==> src/sv/rsp_pkg.sv <==
`default_nettype none
package rsp_pkg;

  localparam int TABLE_DEPTH  = 16;
  localparam int CELL_BITS    = 8;
  localparam int FRAC_BITS    = 16;
  localparam int CORDIC_STEPS = 24;

  localparam int IDX_W = (TABLE_DEPTH > 1) ? $clog2(TABLE_DEPTH) : 1;
  localparam int CNT_W = $clog2(TABLE_DEPTH + 1);
  localparam int KEY_W = 2 * CELL_BITS;

  // datapath widths
  localparam int DXW    = CELL_BITS + FRAC_BITS + 3;
  localparam int XW     = 48;
  localparam int ZW     = 28;
  localparam int STEP_W = 5;
  localparam int SQ_W   = 50;
  localparam int LEN_W  = SQ_W / 2 + 1;
  localparam int NUM_W  = 52;
  localparam int DEN_W  = 50;
  localparam int Q_W    = 16;

  localparam logic signed [ZW-1:0] DEG90  = ZW'(90 << FRAC_BITS);
  localparam logic signed [ZW-1:0] DEG180 = ZW'(180 << FRAC_BITS);
  localparam logic signed [ZW-1:0] DEG360 = ZW'(360 << FRAC_BITS);
  localparam logic signed [XW-1:0] KINV   = XW'(652032874);

  localparam int HEIGHT_SAT = 65535;
  localparam int DIST_SAT   = 33554432;

  typedef enum logic [1:0] {
    ST_INSERT = 2'd0,
    ST_UPDATE = 2'd1,
    ST_FULL   = 2'd2
  } status_t;

  typedef enum logic [1:0] {
    CFG_SCREEN_HEIGHT = 2'd0,
    CFG_VIEW_ANGLE    = 2'd1
  } cfg_idx_t;

  typedef enum logic [4:0] {
    S_IDLE, S_SEARCH, S_SQ1, S_SQ2, S_VEC, S_VEC_WAIT, S_WRAP1, S_WRAP2,
    S_ROT1, S_ROT1_WAIT, S_MUL1, S_MUL2, S_PERP, S_ROT2, S_ROT2_WAIT,
    S_NUM, S_DEN, S_DIV, S_DIV_WAIT, S_FIN, S_DONE
  } state_t;

  // atan(2^-i) in degrees, scaled to FRAC_BITS fraction bits
  function automatic logic signed [ZW-1:0] atan_step(input logic [STEP_W-1:0] i);
    logic [31:0] q24;
    case (i)
      5'd0:  q24 = 32'd754974720;
      5'd1:  q24 = 32'd445687602;
      5'd2:  q24 = 32'd235489089;
      5'd3:  q24 = 32'd119537938;
      5'd4:  q24 = 32'd60000934;
      5'd5:  q24 = 32'd30029717;
      5'd6:  q24 = 32'd15018523;
      5'd7:  q24 = 32'd7509720;
      5'd8:  q24 = 32'd3754917;
      5'd9:  q24 = 32'd1877466;
      5'd10: q24 = 32'd938734;
      5'd11: q24 = 32'd469367;
      5'd12: q24 = 32'd234685;
      5'd13: q24 = 32'd117343;
      5'd14: q24 = 32'd58671;
      5'd15: q24 = 32'd29336;
      5'd16: q24 = 32'd14668;
      5'd17: q24 = 32'd7334;
      5'd18: q24 = 32'd3667;
      5'd19: q24 = 32'd1833;
      5'd20: q24 = 32'd917;
      5'd21: q24 = 32'd458;
      5'd22: q24 = 32'd229;
      5'd23: q24 = 32'd115;
      default: q24 = 32'd0;
    endcase
    return ZW'(q24 >> (24 - FRAC_BITS));
  endfunction

endpackage
`default_nettype wire

==> src/sv/rsp_cordic.sv <==
`default_nettype none
module rsp_cordic (
  input  logic                            clk,
  input  logic                            rst_n,
  input  logic                            start,
  input  logic                            vec_mode,
  input  logic signed [rsp_pkg::XW-1:0]   x0,
  input  logic signed [rsp_pkg::XW-1:0]   y0,
  input  logic signed [rsp_pkg::ZW-1:0]   z0,
  output logic                            busy,
  output logic signed [rsp_pkg::XW-1:0]   x_out,
  output logic signed [rsp_pkg::XW-1:0]   y_out,
  output logic signed [rsp_pkg::ZW-1:0]   z_out
);
  import rsp_pkg::*;

  logic signed [XW-1:0] x_r, y_r, x_nxt, y_nxt, xs, ys;
  logic signed [ZW-1:0] z_r, z_nxt, a;
  logic [STEP_W-1:0]    step_r;
  logic                 busy_r, mode_r, dir;

  always_comb begin
    xs = x_r >>> step_r;
    ys = y_r >>> step_r;
    a  = atan_step(step_r);
    // vectoring drives y to zero, rotation drives z to zero
    dir = mode_r ? ~y_r[XW-1] : z_r[ZW-1];
    if (dir) begin
      x_nxt = x_r + ys;
      y_nxt = y_r - xs;
      z_nxt = z_r + a;
    end else begin
      x_nxt = x_r - ys;
      y_nxt = y_r + xs;
      z_nxt = z_r - a;
    end
  end

  always_ff @(posedge clk) begin
    if (!rst_n) begin
      busy_r <= 1'b0;
    end else if (start) begin
      busy_r <= 1'b1;
    end else if (busy_r && step_r == STEP_W'(CORDIC_STEPS - 1)) begin
      busy_r <= 1'b0;
    end
  end

  always_ff @(posedge clk) begin
    if (start) begin
      x_r    <= x0;
      y_r    <= y0;
      z_r    <= z0;
      mode_r <= vec_mode;
      step_r <= '0;
    end else if (busy_r) begin
      x_r    <= x_nxt;
      y_r    <= y_nxt;
      z_r    <= z_nxt;
      step_r <= step_r + 1'b1;
    end
  end

  assign busy  = busy_r;
  assign x_out = x_r;
  assign y_out = y_r;
  assign z_out = z_r;

endmodule
`default_nettype wire

==> config.mk <==
export PLATFORM = sky130hd
export DESIGN_NAME = rsp_cordic
export DESIGN_NICKNAME = d
export VERILOG_FILES = /design/src/sv/rsp_pkg.sv /design/src/sv/rsp_cordic.sv
export SDC_FILE = /design/constraint.sdc
export NUM_CORES = 1
export LEC_CHECK = 0
export ABC_CLOCK_PERIOD_IN_PS = 6500
export BUFFER_PORTS_ARGS = -buffer_cell sky130_fd_sc_hd__buf_2
export CAP_MARGIN = 15
export CORE_ASPECT_RATIO = 1.1
export CORE_MARGIN = 1.5
export CORE_UTILIZATION = 56
export CTS_CLUSTER_SIZE = 10
export DETAILED_ROUTE_END_ITERATION = 16
export PLACE_DENSITY = 0.8
export RECOVER_POWER = 100
export SETUP_SLACK_MARGIN = 0.15
export SYNTH_ARGS = -nofsm -noshare
export SYNTH_HDL_FRONTEND = slang
export SYNTH_SLANG_ARGS = --single-unit
==> constraint.sdc <==
create_clock -name clk -period 6.5 [get_ports clk]
set_input_delay 1.95 -clock clk [delete_from_list [all_inputs] [get_ports clk]]
set_output_delay 1.95 -clock clk [all_outputs]
set_load 0.01 [all_outputs]
After elaboration in Yosys (flattened, before gate mapping)
Memory sizes are Yosys's and may differ from the RTL's. A register that Yosys moved wholly into a read port is not among the register bits.
Cells that the tools add are included.
Word-level totals
  register bits: 131
  ROM bits: 960
  input bits: 128
  output and inout port bits: 125
  word-level logic and storage cells: 35
  memories: 1
Memories
  (name not given): depth 32, bits a word 30, read ports 1, clocked after Yosys merged registers in 1, wr ports 0, line rsp_pkg.sv:52  | case (i)
Operators by class
  $add $sub $neg: 7
  equal/unequal tests: 1
  shift operators: 2
  multiplexer cells: 14
  bitwise gates (word level): 1
  reduce and logical (&&, ||, !) cells: 3
Operator list (number)
  $mux W48: 6
  $add A48 B48 Y48: 2
  $sshr A48 B5 Y48: 2
  $sub A48 B48 Y48: 2
  $mux W28: 3
  $add A28 B25 Y28: 1
  $sub A28 B25 Y28: 1
  $mux W5: 2
  $add A5 B1 Y5 const B: 1
  $eq A5 B5 Y1 const B: 1
  $reduce_bool A2 Y1: 2
  $mux W1: 3
  $logic_and A1 B1 Y1: 1
  $not A1 Y1: 1

Depth between registers and ports, before layout
  depth after elaboration: 5
  depth in mapped cells: 29

Least setup slack after synthesis
Ideal clock, no wire load.
  path kind: register to register
  start point: reg step_r[0]
  end point: reg x_r[46], in the netlist x_out[46], data pin
  library setup time: 0.157 ns
  arrival time: 6.106 ns
  data required time: 6.343 ns
  setup slack: 0.237 ns
  stages on the path, launching flop included: 25
  buffers on the path: 5
  period minus slack after synthesis: 6.263 ns
  cell sequence: dfxtp_1 buf_6 buf_6 buf_8 mux4_2 mux4_2 o41a_1 nor3b_2 and4_1 buf_4 nand2_1 o41ai_1 xor2_1 ha_1 clkbuf_1 a21oi_1 o21ai_1 a211o_1 a31o_1 a41oi_1 o311ai_1 a2111oi_0 nor3_1 o211a_1 nor3_1
On the way
  word-level cells in the longest chain between the ends: 5
  elaborated cells between the ends (all ways): 6
  those cells by class: add/sub (2); shift (1); mux (3)
RTL lines
  start: declaration: line rsp_cordic.sv:19  | logic [STEP_W-1:0] step_r;
  start signal: assignment: line rsp_cordic.sv:60  | step_r <= step_r + 1'b1;
  $sshr A48 B5 Y48 *: line rsp_cordic.sv:24  | ys = y_r >>> step_r;
  $sub A48 B48 Y48 / $add A48 B48 Y48 (equally long branches): line rsp_cordic.sv:33, rsp_cordic.sv:29
  $mux W48 *: line rsp_cordic.sv:28  | if (dir) begin
  $mux W48 *: line rsp_cordic.sv:56  | end else if (busy_r) begin
  $mux W48 *: line rsp_cordic.sv:50  | if (start) begin
  end signal: assignment: line rsp_cordic.sv:57  | x_r <= x_nxt;
  end: declaration: line rsp_cordic.sv:17  | logic signed [XW-1:0] x_r, y_r, x_nxt, y_nxt, xs, ys;
Mark *: on every way between the ends. The rest lies on a longest branch, timed or not. The select of a mux whose other input is x is not followed.
A chain may end at the register's enable or synchronous reset.

Final worst setup path
  start point: reg step_r[2]
  end point: reg x_r[34], in the netlist x_out[34], data pin
Same word-level chain as after synthesis.

==> results.sh <==
export IMPL_ys_seq_elements=153
export IMPL_async_reset_ff_share_pct=0
export IMPL_cts_buffers=17
export IMPL_drc=0
export IMPL_area_growth_synth_to_final_pct=23.45
export IMPL_row_count=77
export IMPL_clk_latency_ps=520
export IMPL_skew_ps=29.27
export IMPL_post_route_cell_area_mm2=0.02814
export IMPL_grt_max_degree=101
export IMPL_start_util_pct=56.73
export IMPL_grt_pass1_wl_um=143600
export IMPL_antenna_found_initial=3
export IMPL_startpoint_type="flip-flop"
export IMPL_netlist_instances=2616
export IMPL_cp_top_family="compound AO/OA/AOI/OAI gates"
export IMPL_layout_common_cells="317 x buf_4, 309 x nand2_1, 209 x o21ai_0, 187 x a21oi_1, 174 x buf_2"
export IMPL_crit_top_cell="buf_4"
export IMPL_crit_chain="buf_4, buf_4, mux4_2, mux4_2, a221oi_4, nand2_2, nor3_4, and4b_2, nand2_1, o21ai_0, xnor2_1, ha_1, a21oi_1, o21ai_1, a211o_1, a31o_1, a41oi_2, o311ai_4, buf_4, buf_4, a21o_1, a21oi_1, xor2_1, o21ai_0"
export IMPL_layout_drive_gt1_share_pct=27.41
export IMPL_fin_crit_sh_pct=97.06
export IMPL_setup_worst_path_end_class="flip-flop"
export IMPL_grt_ovfl_total=0
export IMPL_ios=253
export IMPL_synth_area_mm2=0.02279
export IMPL_port_buffers=252
export IMPL_finalWeightedCongestion=1.065
export IMPL_grt_setup_unrepaired="no"
export IMPL_slew_limit_headroom_pct=-51.39
export IMPL_die_area_mm2=0.04192
export IMPL_wl_per_cell_um=26.68
export IMPL_grt_pass1_vias=23870
export IMPL_drt_pass1_iterations=8
export IMPL_cp_required_ps=6700
export IMPL_drt_iter0_drc=2742
export IMPL_coreArea_mm2=0.04017
export IMPL_slowest_stage="mux4_2"
export IMPL_synth_ff_type="edfxtp_1"
export IMPL_cts_tree="done"
export IMPL_path_class="flip-flop to flip-flop"
export IMPL_max_stage_delay_ps=590
export IMPL_yosysWarnings=0
export IMPL_fp_dieW_um=195.3
export IMPL_cap_violations=3
export IMPL_crit_fanout=4
export IMPL_violations="max-capacitance violations, max-slew violations"
export IMPL_setup_viol=0
export IMPL_final_nets=3400
export IMPL_dpl_cell_area_mm2=0.02643
export IMPL_ys_types=107
export IMPL_clkSinkCount=153
export IMPL_cp_arrival_ps=6510
export IMPL_synth_edf_count=125
export IMPL_vias=25340
export IMPL_root_buffer="clkbuf_16"
export IMPL_worstMarginPinSlew_ps=2271
export IMPL_yosysSeqAreaShare_pct=18.93
export IMPL_cts_hold_buf=0
export IMPL_ant_nets=0
export IMPL_status="finished, violations left"
export IMPL_hp_class="flip-flop to flip-flop"
export IMPL_hold_slack_ps=643.3
export IMPL_viasPerCell=6.939
export IMPL_avgSynthCellArea_um2=8.712
export IMPL_syn_num_nets=2892
export IMPL_crit_buf_inv=4
export IMPL_clockBufferDepth=2
export IMPL_hold_violations=0
export IMPL_tns_ps=0
export IMPL_track_usage_pct=45.01
export IMPL_cts_htree_levels=4
export IMPL_routed_wl_um=97450
export IMPL_die_y_um=214.6
export IMPL_layout_commonest_cell="buf_4"
export IMPL_place_hpwl_um=73150
export IMPL_period_minus_slack_ps=6309
export IMPL_max_freq_mhz=158.5
export IMPL_final_max_slew_viol_count=229
export IMPL_clk_pin_slew_ps=70
-- through the flow --
step	util, %	setup slack (ps)	instances
finish	70.03	190.9	3652
global route	70.03	7.726	3651
CTS	68.12	146.2	3590
detailed placement	65.79	-489.2	3534
global placement	65.79	-364.5	3534
floorplan	-	236.9	2616
-- worst register-to-register path: stages (launching register included) --
cell      delay [ps]
dfxtp_4          420
buf_4            150
buf_4            140
mux4_2           540
mux4_2           590
a221oi_4         460
nand2_2          170
nor3_4           280
and4b_2          300
nand2_1           70
o21ai_0          210
xnor2_1          210
ha_1             300
a21oi_1          180
o21ai_1          120
a211o_1          300
a31o_1           210
a41oi_2          290
o311ai_4         150
buf_4            180
buf_4            130
a21o_1           170
a21oi_1          180
xor2_1           160
o21ai_0           90
-- Yosys cell counts, types with 8 or more instances --
master      n  area share, %
o21bai_1   23           0.76
o22ai_1    31           0.85
buf_1      21           0.35
a21o_1     78            2.6
a21oi_1   194            4.3
mux2i_1   110            4.8
or2_2      10           0.27
a22o_1     13           0.50
a22oi_1    23           0.76
nor4_1     12           0.33
nand4_1    24           0.66
edfxtp_1  125             16
a211oi_1   18           0.59
a31oi_1    29           0.80
o31a_1      8           0.31
o31ai_1    17           0.56
o211ai_1   18           0.59
nand2_1   310            5.1
mux4_1     14            1.6
nand3_1    51            1.1
nor2b_1    21           0.58
or3_1      11           0.30
and2_1     27           0.74
nor2_1    143            2.4
buf_4      19           0.63
mux4_2    111             11
a41oi_1     9           0.35
nor3_1     43           0.94
clkbuf_1   83            1.4
ha_1      145            8.0
mux2_2     55            2.7
buf_2      28           0.61
and3_1     28           0.77
buf_6      12           0.59
o21ai_0   218            4.8
inv_1      58           0.96
a311oi_1    8           0.31
xnor2_1   119            4.6
o21a_1     28           0.92
dfxtp_1    28            2.5
xor2_1     95            3.7
nand2b_1   25           0.69
-- per-layer routing --
| layer | global-route usage (%) | up-vias | part of all wire [%] |
|---|---|---|---|
| met1 | 54.99 | 12140 | 37 |
| met4 | 27.57 | 2 | 7.7 |
| li1 | - | 11060 | - |
| met2 | 73.68 | 1695 | 46 |
| met5 | 0 | - | 0.014 |
| met3 | 8.257 | 446 | 9.8 |
-- timing repair --
action,CTS,global route
setup buffers,22,54
gates cloned,2,6
gates resized for setup,22,115
pin swaps,4,40
endpoints found under the setup margin,25,36
-- final timing paths --
path / start / end / slack [ps] / cells past startpoint
max: step_r[2] / x_out[34] / 190 / 24
min: busy / busy / 640 / 2
max reg2reg: step_r[2] / x_out[34] / 190 / 24
min reg2reg: busy / busy / 640 / 2
-- logic make-up after synthesis --
group / synth area share (%)
AOI/OAI and AO/OA: 23.63
xor gates and xnor gates: 8.224
adders and majority gates: 8.224
buffers and inverters: 4.859
DFF: 18.93
muxes: 20.13
and+or+nand+nor: 16.00
-- registers in the layout (all words and copies together) (netlist names) --
name / cells
a: 22
mode_r: 1
x_out: 48
z_out: 28
busy: 1
y_out: 48
step_r: 5
-- layout make-up --
| class | instances | area, µm² |
|---|---|---|
| diodes | 2 | 5.005 |
| clock buffers | 19 | 432.9 |
| clock inverters | 13 | 155.1 |
| fillers | 3240 | 12040 |
| inverters | 61 | 236.5 |
| multi-input cells | 2235 | 17880 |
| flip-flops and latches | 153 | 4330 |
| well taps | 513 | 641.9 |
| repair buffers | 656 | 4458 |
Power is left out: the tool's default activity adds up to more than one toggle a clock period on the data nets, which glitch-free logic cannot reach.
