File: src/sv/rsp_pkg.sv
`default_nettype none
package rsp_pkg;

  localparam int TABLE_DEPTH  = 16;
  localparam int CELL_BITS    = 8;
  localparam int FRAC_BITS    = 16;
  localparam int CORDIC_STEPS = 24;

  localparam int IDX_W = (TABLE_DEPTH > 1) ? $clog2(TABLE_DEPTH) : 1;
  localparam int CNT_W = $clog2(TABLE_DEPTH + 1);
  localparam int KEY_W = 2 * CELL_BITS;

  // datapath widths
  localparam int DXW    = CELL_BITS + FRAC_BITS + 3;
  localparam int XW     = 48;
  localparam int ZW     = 28;
  localparam int STEP_W = 5;
  localparam int SQ_W   = 50;
  localparam int LEN_W  = SQ_W / 2 + 1;
  localparam int NUM_W  = 52;
  localparam int DEN_W  = 50;
  localparam int Q_W    = 16;

  localparam logic signed [ZW-1:0] DEG90  = ZW'(90 << FRAC_BITS);
  localparam logic signed [ZW-1:0] DEG180 = ZW'(180 << FRAC_BITS);
  localparam logic signed [ZW-1:0] DEG360 = ZW'(360 << FRAC_BITS);
  localparam logic signed [XW-1:0] KINV   = XW'(652032874);

  localparam int HEIGHT_SAT = 65535;
  localparam int DIST_SAT   = 33554432;

  typedef enum logic [1:0] {
    ST_INSERT = 2'd0,
    ST_UPDATE = 2'd1,
    ST_FULL   = 2'd2
  } status_t;

  typedef enum logic [1:0] {
    CFG_SCREEN_HEIGHT = 2'd0,
    CFG_VIEW_ANGLE    = 2'd1
  } cfg_idx_t;

  typedef enum logic [4:0] {
    S_IDLE, S_SEARCH, S_SQ1, S_SQ2, S_VEC, S_VEC_WAIT, S_WRAP1, S_WRAP2,
    S_ROT1, S_ROT1_WAIT, S_MUL1, S_MUL2, S_PERP, S_ROT2, S_ROT2_WAIT,
    S_NUM, S_DEN, S_DIV, S_DIV_WAIT, S_FIN, S_DONE
  } state_t;

  // atan(2^-i) in degrees, scaled to FRAC_BITS fraction bits
  function automatic logic signed [ZW-1:0] atan_step(input logic [STEP_W-1:0] i);
    logic [31:0] q24;
    case (i)
      5'd0:  q24 = 32'd754974720;
      5'd1:  q24 = 32'd445687602;
      5'd2:  q24 = 32'd235489089;
      5'd3:  q24 = 32'd119537938;
      5'd4:  q24 = 32'd60000934;
      5'd5:  q24 = 32'd30029717;
      5'd6:  q24 = 32'd15018523;
      5'd7:  q24 = 32'd7509720;
      5'd8:  q24 = 32'd3754917;
      5'd9:  q24 = 32'd1877466;
      5'd10: q24 = 32'd938734;
      5'd11: q24 = 32'd469367;
      5'd12: q24 = 32'd234685;
      5'd13: q24 = 32'd117343;
      5'd14: q24 = 32'd58671;
      5'd15: q24 = 32'd29336;
      5'd16: q24 = 32'd14668;
      5'd17: q24 = 32'd7334;
      5'd18: q24 = 32'd3667;
      5'd19: q24 = 32'd1833;
      5'd20: q24 = 32'd917;
      5'd21: q24 = 32'd458;
      5'd22: q24 = 32'd229;
      5'd23: q24 = 32'd115;
      default: q24 = 32'd0;
    endcase
    return ZW'(q24 >> (24 - FRAC_BITS));
  endfunction

endpackage
`default_nettype wire

File: src/sv/rsp_div.sv
`default_nettype none
module rsp_div (
  input  logic                        clk,
  input  logic                        rst_n,
  input  logic                        start,
  input  logic [rsp_pkg::NUM_W-1:0]   num_mag,
  input  logic [rsp_pkg::DEN_W-1:0]   den_mag,
  output logic                        busy,
  output logic                        sat,
  output logic [rsp_pkg::Q_W-1:0]     quo
);
  import rsp_pkg::*;

  localparam int DW = DEN_W + Q_W + 1;
  localparam int CW = $clog2(Q_W);

  logic [DW-1:0]      rem_r, dsh_r;
  logic [Q_W-1:0]     q_r;
  logic [CW-1:0]      cnt_r;
  logic               busy_r, sat_r, ge;

  assign ge = rem_r >= dsh_r;

  always_ff @(posedge clk) begin
    if (!rst_n) begin
      busy_r <= 1'b0;
    end else if (start) begin
      busy_r <= 1'b1;
    end else if (busy_r && cnt_r == CW'(Q_W - 1)) begin
      busy_r <= 1'b0;
    end
  end

  always_ff @(posedge clk) begin
    if (start) begin
      rem_r <= DW'(num_mag);
      dsh_r <= DW'(den_mag) << (Q_W - 1);
      // quotient too large for the result width
      sat_r <= DW'(num_mag) >= (DW'(den_mag) << Q_W);
      q_r   <= '0;
      cnt_r <= '0;
    end else if (busy_r) begin
      if (ge) begin
        rem_r <= rem_r - dsh_r;
      end
      q_r   <= {q_r[Q_W-2:0], ge};
      dsh_r <= dsh_r >> 1;
      cnt_r <= cnt_r + 1'b1;
    end
  end

  assign busy = busy_r;
  assign sat  = sat_r;
  assign quo  = q_r;

endmodule
`default_nettype wire

File: config.mk
export PLATFORM = sky130hd
export DESIGN_NAME = rsp_div
export DESIGN_NICKNAME = d
export VERILOG_FILES = /design/src/sv/rsp_pkg.sv /design/src/sv/rsp_div.sv
export SDC_FILE = /design/constraint.sdc
export NUM_CORES = 1
export LEC_CHECK = 0
export BUFFER_PORTS_ARGS = -buffer_cell sky130_fd_sc_hd__clkbuf_2
export CAP_MARGIN = 20
export CORE_UTILIZATION = 60
export CTS_BUF_LIST = sky130_fd_sc_hd__clkbuf_4 sky130_fd_sc_hd__clkbuf_8
export DETAILED_ROUTE_END_ITERATION = 10
export PLACE_DENSITY = 0.82
export SYNTH_ARGS = -nofsm -noshare
export SYNTH_HDL_FRONTEND = slang
export SYNTH_SLANG_ARGS = --single-unit
File: constraint.sdc
create_clock -name clk -period 4.7 [get_ports clk]
set_input_delay 0.47 -clock clk [delete_from_list [all_inputs] [get_ports clk]]
set_output_delay 0.47 -clock clk [all_outputs]
set_load 0.005 [all_outputs]
# ---- After elaboration in Yosys (flattened, before gate mapping)
# Cells that the tools add are included.
dict set report totals {
  ff_bits 154
  output_inout_bits 18
}
dict set report classes {
  n_addsub 2
  magnitude_cmp 2
  eq_ne 1
  muxes 7
  n_reduce_logical 6
}
# op n
set op_table {}
lappend op_table {{52-bit two-way mux} 3}
lappend op_table {{65-bit two-way mux} 2}
lappend op_table {{67-bit by 65-bit greater-or-equal comparator with 1-bit output} 1}
lappend op_table {{67-bit by 65-bit subtractor with 67-bit output} 1}
lappend op_table {{52-bit by 66-bit greater-or-equal comparator with 1-bit output} 1}
lappend op_table {{2-bit nonzero test} 3}
lappend op_table {{4-bit by 1-bit adder with 4-bit output (second input constant)} 1}
lappend op_table {{4-bit == test (second input constant)} 1}
lappend op_table {{2-bit AND reduction} 2}
lappend op_table {{1-bit two-way mux} 2}
lappend op_table {{1-bit logical AND} 1}

# ---- Depth between registers and ports, before layout
# Gate-level depths: netlist of run 1.
dict set report logic_depth {
  depth_word 4
  ltp_mapped 15
}

# ---- Worst setup path before layout of run 1
# No wires, ideal clock.
dict set report synth_path {
  path_type {reg-to-reg}
  startpoint {reg rem_r[29]}
  endpoint {reg rem_r[0] (enable)}
  setup_ns 0.418
  t_arrival_ns 3.601
  setup_slack_ns 0.681
  stages_incl_launch_ff 13
  path_buffers 2
  synth_period_minus_slack_ns 4.019
  path_cell_list {edfxtp_1 > ha_1 > buf_2 > nand2_1 > or4_1 > or4_1 > nor4_2 > nand4_1 > nand4b_1 > nand2_1 > o21a_1 > buf_6 > nand2b_1}
}
dict set report synth_between {
  elab_chain_cells 3
}
# item line
set synth_rtl {}
lappend synth_rtl {{start: declaration} rsp_div.sv:17} ;# logic [DW-1:0] rem_r, dsh_r;
lappend synth_rtl {{start signal: assignment} rsp_div.sv:36} ;# rem_r <= DW'(num_mag);
lappend synth_rtl {{start signal: assignment} rsp_div.sv:44} ;# rem_r <= rem_r - dsh_r;
lappend synth_rtl {{67-bit by 65-bit greater-or-equal comparator with 1-bit output} rsp_div.sv:22} ;# assign ge = rem_r >= dsh_r;
lappend synth_rtl {{2-bit nonzero test (no line)} --}
lappend synth_rtl {{2-bit AND reduction (no line)} --}
# Every way passes these cells.
# A chain may end at the register's enable or synchronous reset.

# ---- Final worst setup path of run 1
dict set report layout_path {
  startpoint {reg dsh_r[1]}
  endpoint {reg rem_r[18] (enable)}
}
dict set report layout_between {
  elab_chain_cells 3
}
# item line
set layout_rtl {}
lappend layout_rtl {{start: declaration} rsp_div.sv:17}
lappend layout_rtl {{start signal: assignment} rsp_div.sv:37} ;# dsh_r <= DW'(den_mag) << (Q_W - 1);
lappend layout_rtl {{start signal: assignment} rsp_div.sv:47} ;# dsh_r <= dsh_r >> 1;
lappend layout_rtl {{67-bit by 65-bit greater-or-equal comparator with 1-bit output} rsp_div.sv:22}
lappend layout_rtl {{2-bit nonzero test (no line)} --}
lappend layout_rtl {{2-bit AND reduction (no line)} --}
# Every way passes these cells.

==> flow_summary.yaml, run 1 <==
run_status:
  status: "finished, final reports clean"
critical_path:
  crit_path_start_kind: "register"
  crit_type: "register to register"
  cp-startpoint: "dsh_r[1]"
  end_kind: "register"
  arrival_ns: 4.42
  cp_max_fo: 24
  r2r_start: "dsh_r[1]"
  crit_required_ns: 4.90
detailed_routing:
  first_pass_iters: 7
  ant_nets: 0
  routed_wl_mm: 27.44
  routed_via_density: 6.142
  drt-initial-drc-count: 906
  vias: 9754
  drcViolationCount: 0
  wire_per_inst_um: 17.28
cells_and_area:
  nets: 1554
  post_route_cells_drive_above_1_share_pct: 13.69
  area_growth_pct: 10.29
  fill_cells: 1511
  finalNonFillerCells: 1588
  antenna-diode-count: 0
logic_synthesis:
  yosysWarnings: 0
  yosysSeqAreaShare_pct: 37.11
  synth_cells: 1251
  ys_ff_latch: 154
  synthArstFlopShare_pct: 0
  synth_area_sq_um: 11090
  synth.avg_cell_area_sq_um: 8.862
  synth_edf_count: 103
  synth_top_cell_area_share_pct: 27.90
  synth_top_area_cell: "edfxtp_1"
  yosys-top-cells-area: "edfxtp_1 (28%), ha_1 (12%), dfxtp_1 (9.2%)"
  synthesis.nets: 1459
  ys.flop_type: "edfxtp_1"
  ys_types: 69
die:
  io_pins: 123
  die_h_um: 137.9
  rows: 49
  die_x_um: 137.9
  core_sq_um: 18020
  dieArea_sq_um: 19030
  start_util_pct: 61.51
placed_design:
  place_hpwl_mm: 20.60
  gp_congestion: 0.9502
  dp.cells: 1556
  numPortBuffers: 122
timing:
  clock_skew_ns: 0.01833
  max_freq_mhz: 237.2
  maxSlewViolCount: 0
  finalCritPeriodShare_pct: 89.70
  rsz0062_at_grt: "no"
  tns_ns: 0
  worst_pin_slew_ns: 1.033
  setup_viol: 0
  period_needed_ns: 4.216
  finalHoldViolCount: 0
  hold_ws_ns: 0.1974
  slew-limit-headroom_pct: 31.10
power_and_ir_drop:
  intPower_mw: 3.005
  netSwitchingPower_mw: 1.952
  power_mw: 4.958
  clkPwrFrac_pct: 20.7
  powerDensity_nw_per_um2: 405.4
  power.share.switching_pct: 39.38
  sequentialPowerShare_pct: 35.6
  vdd_drop_max_uv: 242.8
  p_leak_nw: 5.468
  combPwrFrac_pct: 43.7
hold_path:
  hold_class: "primary input to register"
  hold_start: "rst_n"
clock_tree:
  cts.htree.levels: 4
  cts_setup_buffers: 0
  clock_latency_ns: 0.48
  clk_path_buf_depth: 2
  cts_tree: "yes"
  cts_buffers: 17
  postCtsResizedCells: 0
  clk_pin_slew_ns: 0.09
  hold_buffers: 0
  cts.sinks: 154
  cts-root-buf: "clkbuf_8"
global_route:
  antenna_found_initial: 0
  grt.overflow.total: 0
  grt_pass1_wl_mm: 43.16
  grt_pass1_vias: 8970
  grt_max_degree: 123
  grt_usage_pct: 29.35
run:
  drv_cap: 0
-- sequential cells by signal, indices dropped and copies added (netlist names) --
name	cells
rem_r	67
dsh_r	65
quo	16
cnt_r	4
busy	1
sat	1
-- layout by cell type (no fill, tap or decap), types with 8 or more instances in the layout --
cell	n
a21o_1	45
a21oi_1	105
a22o_1	49
a31oi_1	10
buf_4	9
clkbuf_2	121
clkbuf_8	19
dfxtp_1	50
edfxtp_1	103
ha_1	102
inv_1	122
mux2i_1	39
nand2_1	112
nand2b_1	12
nand3_1	22
nand4_1	26
nor2_1	97
nor2b_1	11
nor4_1	8
o21a_1	11
o21ai_0	94
o21bai_1	11
xnor2_1	29
xor2_1	33
-- cells in the mapped netlist (39+ instances only) --
cell type  number
clkbuf_1       39
nor2_1         97
inv_1         122
mux2i_1        39
nand2_1       112
o21ai_0        94
a22o_1         49
a21oi_1       105
a21o_1         45
edfxtp_1      103
dfxtp_1        51
ha_1          102
-- power by group through the flow --
stage               clock network [mW]  logic, mW  registers (mW)
floorplan                            0       1.63            1.76
global placement                     0       2.05            1.78
detailed placement                   0       2.11            1.79
CTS                               1.03       2.13            1.76
global route                      1.08       2.40            1.78
finish                            1.03       2.17            1.76
-- worst max-delay path: stages (launching register included) --
cell and delay (ns):
dfxtp_1 0.42, inv_1 0.08, ha_1 0.29, nor2b_1 0.15
o2111ai_1 0.24, a31oi_1 0.17, nor3b_1 0.29, o21a_1 0.33
a31oi_4 0.17, a21o_1 0.25, a21oi_1 0.25, o21a_1 0.41
nand2b_2 0.49, buf_4 0.41
-- cells by family (layout without fill, tap and decap cells) --
group,after synthesis,in the layout,synth area share [%]
buffers and inverters,177,285,6.218
AOI/OAI and AO/OA,383,383,22.44
DFF,154,154,37.11
and+or+nand+nor,331,331,13.93
adders and majority gates,103,103,11.69
muxes,41,41,3.724
xor gates and xnor gates,62,62,4.898
-- metrics by stage --
| step | setup slack [ns] | area (sq um) | util, % |
|---|---|---|---|
| after floorplan | 0.6813 | 11090 | - |
| after global placement | 0.6140 | 11840 | 65.67 |
| after detailed placement | 0.5922 | 11840 | 65.67 |
| after CTS | 0.5505 | 12230 | 67.84 |
| after global routing | 0.2161 | 12230 | 67.84 |
| final | 0.4839 | 12230 | 67.84 |
-- routing by layer --
layer  vias to the layer above  wire length, um  track usage, %
li1                       4702                -               -
met1                      4598            12250           39.50
met2                       414            12690           47.44
met3                        40             2064           6.213
met4                         0              431           8.635
met5                         -                0               0
-- final timing paths --
path / to / depth (start not counted) / slack (ns)
min: busy / 2 / 0.20
min reg2reg: rem_r[61] / 2 / 0.47
max reg2reg: rem_r[18] / 13 / 0.48
max: rem_r[18] / 13 / 0.48
-- layout make-up --
cell class / instances / area (sq um) / area share (%)
sequential: 154 / 4115 / 33.65
timing repair buffer: 131 / 684.4 / 5.597
multi-input combinational: 920 / 6294 / 51.47
clock inverter: 13 / 128.9 / 1.054
tap: 229 / 286.5 / 2.343
inverter: 122 / 457.9 / 3.745
clock buffer: 19 / 261.5 / 2.139
Note: power is estimated with default switching activity, not from simulation.
==> inputs of run 2 (changes only) <==
Settings changed: CORE_UTILIZATION 60 to 56, PLACE_DENSITY 0.82 to 0.81.
Clock period 4.7 ns to 3.6 ns, I/O delays scaled along.
==> flow_summary.yaml, run 2 (synthesis gave the netlist of run 1 again) <==
critical_path:
  cp_max_fo: 7
  crit_required_ns: 3.95
  crit_path_start_kind: "register"
  arrival_ns: 3.84
  crit_type: "register to register"
  end_kind: "register"
timing:
  worst_pin_slew_ns: 0.6422
  period_needed_ns: 3.483
  clock_skew_ns: 0.01999
  hold_ws_ns: 0.1105
  finalHoldViolCount: 0
  finalCritPeriodShare_pct: 96.75
  max_freq_mhz: 287.1
  setup_viol: 0
  fin_ws_ns: 0.1170
  slew-limit-headroom_pct: 57.19
  maxSlewViolCount: 0
global_route:
  grt_usage_pct: 27.10
  grt_pass1_wl_mm: 43.77
  antenna_found_initial: 0
  grt.overflow.total: 0
  grt_max_degree: 71
  grt_pass1_vias: 9140
clock_tree:
  cts.sinks: 154
  cts_tree: "yes"
  cts_buffers: 17
  cts-root-buf: "clkbuf_8"
  clk_pin_slew_ns: 0.09
  clk_path_buf_depth: 2
  cts.htree.levels: 4
  clock_latency_ns: 0.47
placed_design:
  place_hpwl_mm: 20.63
  numPortBuffers: 122
  dp.cells: 1614
  dpl_worst_slack_ns: -0.009204
  gp_congestion: 0.8937
cells_and_area:
  nets: 1577
  antenna-diode-count: 0
  fill_cells: 1588
  finalNonFillerCells: 1647
  largest_reg_flops: 67
  regMostFlops: "rem_r"
  utilization_pct: 64.48
  area_growth_pct: 13.19
  layout_common_cells: "inv_1 (122), clkbuf_2 (121), nand2_1 (112)"
  post_route_cells_drive_above_1_share_pct: 15.99
  final_common_cell: "inv_1"
power_and_ir_drop:
  combPwrFrac_pct: 45.4
  power_mw: 6.598
  sequentialPowerShare_pct: 35.0
  vdd_drop_max_uv: 301.2
  p_leak_nw: 5.604
  power.share.switching_pct: 39.06
  netSwitchingPower_mw: 2.577
  clkPwrFrac_pct: 19.7
  intPower_mw: 4.021
  powerDensity_nw_per_um2: 525.7
die:
  dieArea_sq_um: 20360
  io_pins: 123
  die_x_um: 142.7
  die_h_um: 142.7
  rows: 51
  start_util_pct: 56.97
  core_sq_um: 19460
detailed_routing:
  vias: 9764
  ant_nets: 0
  wire_per_inst_um: 16.58
  routed_wl_mm: 27.31
  routed_via_density: 5.928
  drt-initial-drc-count: 867
  first_pass_iters: 5
  drcViolationCount: 0
run_status:
  status: "finished, final reports clean"
run:
  drv_cap: 0
hold_path:
  hold_class: "primary input to register"
[run 2: cell types whose count changed in the layout (fill, tap and decap cells not counted), moves of 2 or more]
cell      delta
a21oi_4      +2
a21oi_1      -2
buf_4       +22
ha_2         +4
ha_1         -6
o41ai_1      -2
o41ai_2      +2
clkinv_4     +3
ha_4         +2
[run 2: critical path: stages, from the launching register on]
cell and delay, ns:
edfxtp_1 0.40, inv_1 0.08, ha_2 0.32, a21oi_1 0.17
o21ai_1 0.12, o21bai_1 0.15, a21oi_1 0.08, or4_1 0.55
a31oi_4 0.21, o41ai_2 0.14, o41a_1 0.44, a21o_1 0.18
a211oi_2 0.19, mux2_1 0.34
[run 2: area by class of cell]
type | instances | area, sq um | area share, %
multi-input cells | 920 | 6394 | 50.95
flip-flops and latches | 154 | 4115 | 32.79
repair buffers | 154 | 869.6 | 6.929
inverters | 122 | 457.9 | 3.649
well taps | 265 | 331.6 | 2.642
clock buffers | 18 | 247.7 | 1.974
clock inverters | 14 | 133.9 | 1.067
[run 2: per-layer routing]
metal	track usage, %	share of wire (%)	vias to the layer above
met2	44.14	46	384
met3	4.963	6.9	51
met5	0	0	-
li1	-	-	4763
met4	9.791	2.1	0
met1	35.98	45	4566
[run 2: worst paths after layout]
path | start | to | slack, ns | cells after the start
setup / recovery | dsh_r[24] | rem_r[65] | 0.12 | 13
hold reg to reg | rem_r[59] | rem_r[59] | 0.47 | 2
hold / removal | rst_n | busy | 0.11 | 2
setup reg to reg | dsh_r[24] | rem_r[65] | 0.12 | 13
[run 2: stage by stage]
| stage | instance area [sq um] | TNS (ns) |
|---|---|---|
| after global placement | 12060 | 0 |
| after floorplan | 11090 | 0 |
| after global routing | 12550 | -0.05337 |
| after detailed placement | 12060 | -0.009204 |
| after CTS | 12440 | 0 |
| final | 12550 | 0 |
[run 2: what timing repair did]
| item | CTS | global route |
|---|---|---|
| setup buffers | 0 | 1 |
| cloned | 0 | 0 |
| pin swaps | 0 | 1 |
| gates resized for setup | 1 | 21 |
| hold buffers | 0 | 0 |
| setup endpoints to repair | 1 | 55 |
[run 2: power by group through the flow]
stage | Sequential, mW | Clock [mW] | Combinational (mW)
2_1_floorplan | 2.30 | 0 | 2.13
3_3_place_gp | 2.33 | 0 | 2.78
3_5_place_dp | 2.34 | 0 | 2.85
4_1_cts | 2.30 | 1.31 | 2.88
5_1_grt | 2.33 | 1.37 | 3.30
6_report | 2.31 | 1.30 | 2.99
==> inputs of run 3 (changes only) <==
Settings changed: CORE_ASPECT_RATIO set to 1.2.
==> flow_summary.yaml, run 3 (synthesis gave the netlist of run 1 again) <==
power_and_ir_drop:
  intPower_mw: 4.179
  netSwitchingPower_mw: 2.524
  clkPwrFrac_pct: 21.5
  vdd_drop_max_uv: 286.3
  p_leak_nw: 5.628
  sequentialPowerShare_pct: 34.3
  combPwrFrac_pct: 44.3
  power.share.switching_pct: 37.65
  powerDensity_nw_per_um2: 533.1
run:
  drv_cap: 0
cells_and_area:
  antenna-diode-count: 0
  layout_common_cells: "inv_1 (122), clkbuf_2 (121), nand2_1 (112)"
  final_common_cell: "inv_1"
  regMostFlops: "rem_r"
  nets: 1578
  utilization_pct: 64.55
  fin_area_sq_um: 12570
  post_route_cells_drive_above_1_share_pct: 16.05
  finalNonFillerCells: 1644
  area_growth_pct: 13.41
  largest_reg_flops: 67
detailed_routing:
  first_pass_iters: 5
  routed_via_density: 5.876
  top_layer_used: "met4"
  wl_met3_mm: 1.265
  drcViolationCount: 0
  drt-met1-wl_mm: 12.10
  routed_wl_mm: 27.46
  ant_nets: 0
  met2_length_mm: 13.51
  vias: 9660
  wire_per_inst_um: 16.70
  drt-initial-drc-count: 722
clock_tree:
  cts.htree.levels: 4
  clock_latency_ns: 0.47
  clk_pin_slew_ns: 0.09
  cts.sinks: 154
  clk_path_buf_depth: 2
  cts_buffers: 17
  cts-root-buf: "clkbuf_8"
  cts_tree: "yes"
  hold_buffers: 0
critical_path:
  critPathSlowestCell: "or4_1"
  r2r_start: "dsh_r[29]"
  cp_cell_sequence: "inv_1 -> ha_2 -> nand2_1 -> or4_1 -> or4_1 -> nor4_4 -> nand4_1 -> nand4b_1 -> nand2_1 -> o21a_1 -> buf_4 -> or4_1 -> a21oi_1"
  crit_path_start_kind: "register"
  crit_required_ns: 3.99
  cp_max_fo: 7
  cpLargestDelayFamily: "simple AND/OR/NAND/NOR gates"
  cp.buffers_inverters: 2
  arrival_ns: 3.89
  cp-startpoint: "dsh_r[29]"
  cpMostUsedCell: "or4_1"
  max_stage_delay_ns: 0.54
  crit_type: "register to register"
  end_kind: "register"
placed_design:
  placed_cell_area_sq_um: 12080
  gp_congestion: 0.8857
  place_hpwl_mm: 20.34
  numPortBuffers: 122
  dpl_worst_slack_ns: 0.01314
  dp.cells: 1611
die:
  die_h_um: 156.1
  io_pins: 123
  core_sq_um: 19480
  dieArea_sq_um: 20370
  die_x_um: 130.4
  start_util_pct: 56.92
  rows: 56
run_status:
  status: "finished, final reports clean"
global_route:
  grt.overflow.total: 0
  grt_usage_pct: 27.26
  antenna_found_initial: 0
  grt_pass1_vias: 9302
  grt_max_degree: 123
  grt_pass1_wl_mm: 43.50
timing:
  rsz0062_at_grt: "yes"
  max_freq_mhz: 286.3
  slew-limit-headroom_pct: 56.00
  fin_ws_ns: 0.1071
  setup_viol: 0
  period_needed_ns: 3.493
  finalHoldViolCount: 0
  finalCritPeriodShare_pct: 97.03
  worst_pin_slew_ns: 0.6530
  maxSlewViolCount: 0
  clock_skew_ns: 0.01242
hold_path:
  hold_class: "primary input to register"
  hold_start: "rst_n"
-- run 3: metrics by stage --
| step | TNS, ns | total power, mW | hold WS [ns] |
|---|---|---|---|
| finish | 0 | 6.703 | 0.1075 |
| global route | -0.4738 | 7.108 | 0.1028 |
| CTS | 0 | 6.639 | 0.09049 |
| detailed placement | 0 | 5.189 | 0.4605 |
| global placement | 0 | 5.122 | 0.4442 |
| floorplan | 0 | 4.433 | 0.4362 |
-- run 3: layout make-up --
class | instances | area [sq um]
flip-flops and latches | 154 | 4115
fillers | 1665 | 6905
inverters | 122 | 457.9
clock buffers | 22 | 284.0
clock inverters | 10 | 140.1
well taps | 261 | 326.6
multi-input cells | 920 | 6360
repair buffers | 155 | 889.6
-- run 3: timing repair --
item / CTS / global route
pin swaps: 0 / 1
endpoints found under the setup margin: 1 / 65
gates resized for setup: 1 / 17
setup buffers: 0 / 1
-- run 3: power by group through the flow --
stage	registers, mW	logic, mW	clock network [mW]
final	2.30	2.97	1.44
after global routing	2.32	3.27	1.52
after CTS	2.30	2.89	1.46
after detailed placement	2.33	2.86	0
after global placement	2.32	2.80	0
after floorplan	2.30	2.13	0
-- run 3: final timing paths --
kind / endpoint / slack [ns] / cells past startpoint
worst max-delay path: rem_r[66] / 0.11 / 13
worst min-delay path: busy / 0.11 / 2
worst max register to register: rem_r[66] / 0.11 / 13
worst min register to register: rem_r[59] / 0.47 / 2
-- run 3: metal layers --
layer | track usage [%] | vias up
li1 | - | 4764
met1 | 34.44 | 4562
met2 | 46.66 | 286
met3 | 4.184 | 48
met4 | 10.07 | 0
met5 | 0 | -
